$ cat config.mk
export PLATFORM = sky130hd
export DESIGN_NAME = lts_scan
export DESIGN_NICKNAME = d
export VERILOG_FILES = /design/src/design/lts_pkg.sv /design/src/design/lts_scan.sv
export SDC_FILE = /design/constraint.sdc
export NUM_CORES = 1
export LEC_CHECK = 0
export ABC_AREA = 0
export BUFFER_PORTS_ARGS = -buffer_cell sky130_fd_sc_hd__clkbuf_2
export CAP_MARGIN = 20
export CORE_AREA = 2 2 107 109
export DETAILED_ROUTE_END_ITERATION = 10
export DIE_AREA = 0 0 109 111
export HOLD_SLACK_MARGIN = 0.15
export PLACE_DENSITY = 0.69
export SKIP_LAST_GASP = 1
export SLEW_MARGIN = 0
export SYNTH_ARGS = -nofsm -noshare
export SYNTH_HDL_FRONTEND = slang
export SYNTH_SLANG_ARGS = --single-unit
$ cat constraint.sdc
create_clock -name clk -period 3.9 [get_ports clk]
set_input_delay 0.78 -clock clk [delete_from_list [all_inputs] [get_ports clk]]
set_output_delay 0.78 -clock clk [all_outputs]
set_load 0.01 [all_outputs]
$ cat src/design/lts_pkg.sv
// Shared types and constants for the LRU timestamp context cache.
// No dependencies; used by every module of the block.
package lts_pkg;

  // Default number of built table entries.
  localparam int unsigned TABLE_DEPTH_DEF = 64;

  // Field widths fixed by the interface.
  localparam int unsigned KEY_W        = 64;
  localparam int unsigned TIME_W       = 32;
  localparam int unsigned HANDLE_W     = 32;
  localparam int unsigned REUSE_W      = 32;
  localparam int unsigned COUNT_W      = 32;
  localparam int unsigned SLOT_W       = 7;
  localparam int unsigned OUT_IDX_W    = 6;
  localparam int unsigned TABLE_SIZE_W = 7;

  // Configuration port.
  localparam int unsigned CFG_ADDR_W = 3;
  localparam int unsigned CFG_DATA_W = 32;
  localparam logic [CFG_ADDR_W-3:0] REG_TABLE_SIZE = '0;
  localparam logic [TABLE_SIZE_W-1:0] TABLE_SIZE_RST = TABLE_SIZE_W'(64);

  // Request modes.
  localparam logic MODE_LOOKUP = 1'b0;
  localparam logic MODE_INSERT = 1'b1;

  // One stored table row.
  typedef struct packed {
    logic [KEY_W-1:0]    key;
    logic [HANDLE_W-1:0] handle;
    logic [TIME_W-1:0]   stamp;
    logic [REUSE_W-1:0]  reuse;
  } entry_t;

  // Control from the sequencer to the scan unit.
  typedef struct packed {
    logic clear;
    logic step;
  } scan_ctl_t;

  // Status from the scan unit back to the sequencer.
  typedef struct packed {
    logic match;
    logic have_cand;
  } scan_sts_t;

endpackage

$ cat src/design/lts_scan.sv
// Scan unit: compares each streamed row with the key and tracks the LRU candidate.
// Depends on lts_pkg for the row and control types.
module lts_scan #(
  parameter int unsigned IDX_W = $clog2(lts_pkg::TABLE_DEPTH_DEF)
) (
  input  logic                          clk,
  input  logic                          rst_n,
  input  lts_pkg::scan_ctl_t            ctl,
  input  logic [lts_pkg::TIME_W-1:0]    clear_time,
  input  logic [lts_pkg::KEY_W-1:0]     key,
  input  logic [IDX_W-1:0]              row_idx,
  input  lts_pkg::entry_t               row,
  output lts_pkg::scan_sts_t            sts,
  output logic [IDX_W-1:0]              cand_idx
);

  logic [lts_pkg::TIME_W-1:0] oldest_r;
  logic [IDX_W-1:0]           cand_r;
  logic                       have_r;
  logic                       older;

  // A row is a better candidate only when strictly older than the best so far.
  assign older = row.stamp < oldest_r;

  // The running minimum starts at the request's time, so only rows used earlier count.
  always_ff @(posedge clk) begin
    if (!rst_n) begin
      have_r <= 1'b0;
    end else if (ctl.clear) begin
      have_r <= 1'b0;
    end else if (ctl.step && older) begin
      have_r <= 1'b1;
    end
  end

  always_ff @(posedge clk) begin
    if (ctl.clear) begin
      oldest_r <= clear_time;
      cand_r   <= '0;
    end else if (ctl.step && older) begin
      oldest_r <= row.stamp;
      cand_r   <= row_idx;
    end
  end

  assign sts.match     = ctl.step && (row.key == key);
  assign sts.have_cand = have_r;
  assign cand_idx      = cand_r;

endmodule

==> metrics.md <==
| Metric | Value |
|---|---|
| Total of flip-flops plus latches after synthesis | 39 |
| DRT Pass-1 Iters | 5 |
| Port Buf Inserts | 209 |
| Setup repair after global routing missed its margin | false |
| Share of synthesized area occupied by flip-flops and latches | 0.351 |
| Post-Route Utilization | 0.407 |
| Number of DRC violations after detailed routing | 0 |
| Root buf cell | clkbuf_16 |
| Cells after Synth | 312 |
| Share of async-settable or async-resettable flops after synthesis | 0 |
| Clock transition time at the flip-flop clock pins of the worst setup and hold paths | 0.06 ns |
| Instance count along the most critical hold path | 2 |
| Post-synthesis instance area | 0.00313 mm2 |
| Core Footprint | 0.0111 mm2 |
| Worst min-delay path startpoint | cand_idx[3]$_SDFFE_PP0P_ |
| I/O pin total | 274 |
| Largest stage delay on the critical path | 0.35 ns |
| Setup bufs post-CTS | 0 |
| Fmax | 325 MHz |
| Count of cells along the worst register-to-register path | 10 |
| Total number of yosys warnings | 0 |
| Run status | finished, final reports clean |
| Diode count | 0 |
| Crit path arrival time | 2.30 ns |
| Startpoint type of the worst setup path | primary input |
| Sum of overflow across all layers after global routing | 0 |
| Type of the worst setup path | in -> out |
| Global-route usage over all layers | 0.164 |
| Tightest Pin Transition | 0.888 ns |
| First-pass GRT wire length | 15400 um |
| Number of global-route vias before repair | 3250 |
| Leak pwr | 2.35 nW |
| # resized after CTS | 0 |
| CTS Buffer Depth | 2 |
| Via density per instance | 4.61 |
| Crit path max-delay cell type | nor4_1 |
| Max-cap check violation count | 0 |
| Crit path required time | 3.12 ns |
| Largest clock skew in the final design | 0.00321 ns |
| CP bufs+invs | 2 |
| Predominant post-synthesis flop cell | edfxtp_1 |
| Post-synthesis area per instance | 10.0 um2 |
| Number of flops mapped to enable cells by yosys | 32 |
| Placed wire-length estimate after detailed placement | 8900 um |
| Worst r2r src | oldest_r[27]$_DFFE_PP_ |
| Die Area | 0.0121 mm2 |
| Post-detailed-routing wire length | 9940 um |
| Shortest period the worst path allows | 3.08 ns |
| Proportion of layout cells with a drive suffix above 1 | 0.481 |
| Setup slack of the worst register-to-register path | 1.19 ns |
| Final count of negative-setup-slack endpoints | 0 |
| Peak fanout along the critical path | 1 |
| Number of filler instances in the final layout | 1119 |
| Total number of clock tree sinks | 39 |
| Peak supply drop | 0.000191 V |
| Hold Violations, Final | 0 |
| Number of H-tree levels | 2 |
| Post-synth net total | 609 |
| Layout overhead on the synthesized area | 44.0% |
| Ratio of total power to cell area | 294 mW/mm2 |
| Die X | 109 um |
| Total clock buffers created by CTS | 5 |
| Ordered list of cells on the worst path | clkbuf_2 -> xor2_1 -> nor4_1 -> nand4_1 -> nor3_1 -> nand4_1 -> nor4_1 -> clkbuf_2 |
| Rows | 39 |
| Commonest cells after routing, fill and taps aside | clkbuf_2 (209), inv_1 (49), xor2_1 (34) |
| Most common library cell in the layout ignoring fill and taps | clkbuf_2 |
| Initial DRC count | 111 |
| Wire per inst | 14.9 um |
| Worst slew slack as a fraction of its limit | 0.408 |
| Initial core utilization | 0.283 |
| RR Endpoint | oldest_r[2]$_DFFE_PP_ |
| Class of the worst hold path | reg -> reg |
| Die height | 111 um |
| Fin. max-slew vios | 0 |
| Setup TNS | 0 ns |
| Number of distinct standard cells referenced by the synthesized netlist | 36 |
| Fin crit share | 0.790 |
| Weighted congestion at the end of routability-driven global placement | 0.864 |
| Kind of cell adding the most delay to the critical path | simple AND/OR/NAND/NOR gates |
| CTS tree | yes |
| Final Net Count | 822 |
| Worst hold slack after final layout | 0.470 ns |
| Setup crit end kind | output pin |
| Total vias in the final route | 3087 |
| Initial antenna violation count | 1 |
| Pin count of the biggest net entering global routing | 35 |
| Worst hold endpoint | cand_idx[3]$_SDFFE_PP0P_ |
| Number of buffers inserted for hold repair after clock tree synthesis | 0 |
| Number of antenna-violating nets in the routed design | 0 |
| Insertion delay to the later sink of the worst-skew pair | 0.27 ns |
## tightest hold or removal path: stages, from the launching register on
cell	delay, ns
dfxtp_1	0.31
nand2_1	0.06
mux2i_1	0.05
## state kept, by name, summed over array words and instances (netlist names)
| register | cells |
|---|---|
| cand_idx | 6 |
| have_r | 1 |
| oldest_r | 32 |
## synth_stat cells, types with 7 or more instances
cell      instances  area [um2]
inv_1            49         184
xor2_1           34         298
edfxtp_1         32         961
mux2_2           32         360
ha_1             31         388
nand2_1          24        90.1
xnor2_1          14         123
a21oi_1          11        55.1
nor4_1           11        68.8
nand4_1           9        56.3
dfxtp_1           7         140
## per-layer routing
layer | GRT usage | wire length, um | vias to the layer above
met5 | 0 | 13 | -
met4 | 0.0504 | 218 | 2
met3 | 0.0364 | 811 | 12
met2 | 0.323 | 5410 | 147
met1 | 0.164 | 3500 | 1389
li1 | - | - | 1537
## logic make-up (layout without fill, tap and decap cells)
kind of cell,Yosys count,in the layout,synth area share
xor gates and xnor gates,48,48,0.134
AOI/OAI and AO/OA,41,41,0.0882
and+or+nand+nor,60,60,0.0994
DFF,39,39,0.351
adders and majority gates,31,31,0.124
buffers and inverters,55,269,0.0691
muxes,38,38,0.134
## stage by stage
stage / cells / cell area [um2] / setup slack, ns / total power [mW]
after floorplan: 312 / 3130 / 0.797 / 0.711
after global placement: 661 / 4350 / 0.634 / 0.876
after detailed placement: 661 / 4350 / 0.613 / 0.893
after CTS: 669 / 4510 / 0.801 / 1.35
after global routing: 669 / 4510 / 0.716 / 1.41
final: 669 / 4510 / 0.819 / 1.33
## cell type report
cell class                 instances  area [um2]  share of cell area
clock buffer                       5         125              0.0277
clock inverter                     3        38.8             0.00859
inverter                          49         184              0.0408
multi-input combinational        218        1820               0.403
sequential                        39        1100               0.244
tap                              143         179              0.0396
timing repair buffer             212        1070               0.237
## how the worst max path moves through the flow
stage | from | end | depth (start not counted)
detailed placement | row[59] | oldest_r[24]$_DFFE_PP_ | 10
global route | key[38] | sts[1] | 8
floorplan | row[61] | oldest_r[0]$_DFFE_PP_ | 7
global placement | row[63] | oldest_r[25]$_DFFE_PP_ | 10
CTS | key[38] | sts[1] | 8
finish | key[38] | sts[1] | 8
## power by group
group	switching [mW]	internal [mW]	total (mW)
clock network	0.152	0.298	0.450
registers	0.0118	0.500	0.512
logic	0.175	0.191	0.366
total	0.339	0.990	1.33
Power figures use the tool's default switching activity.
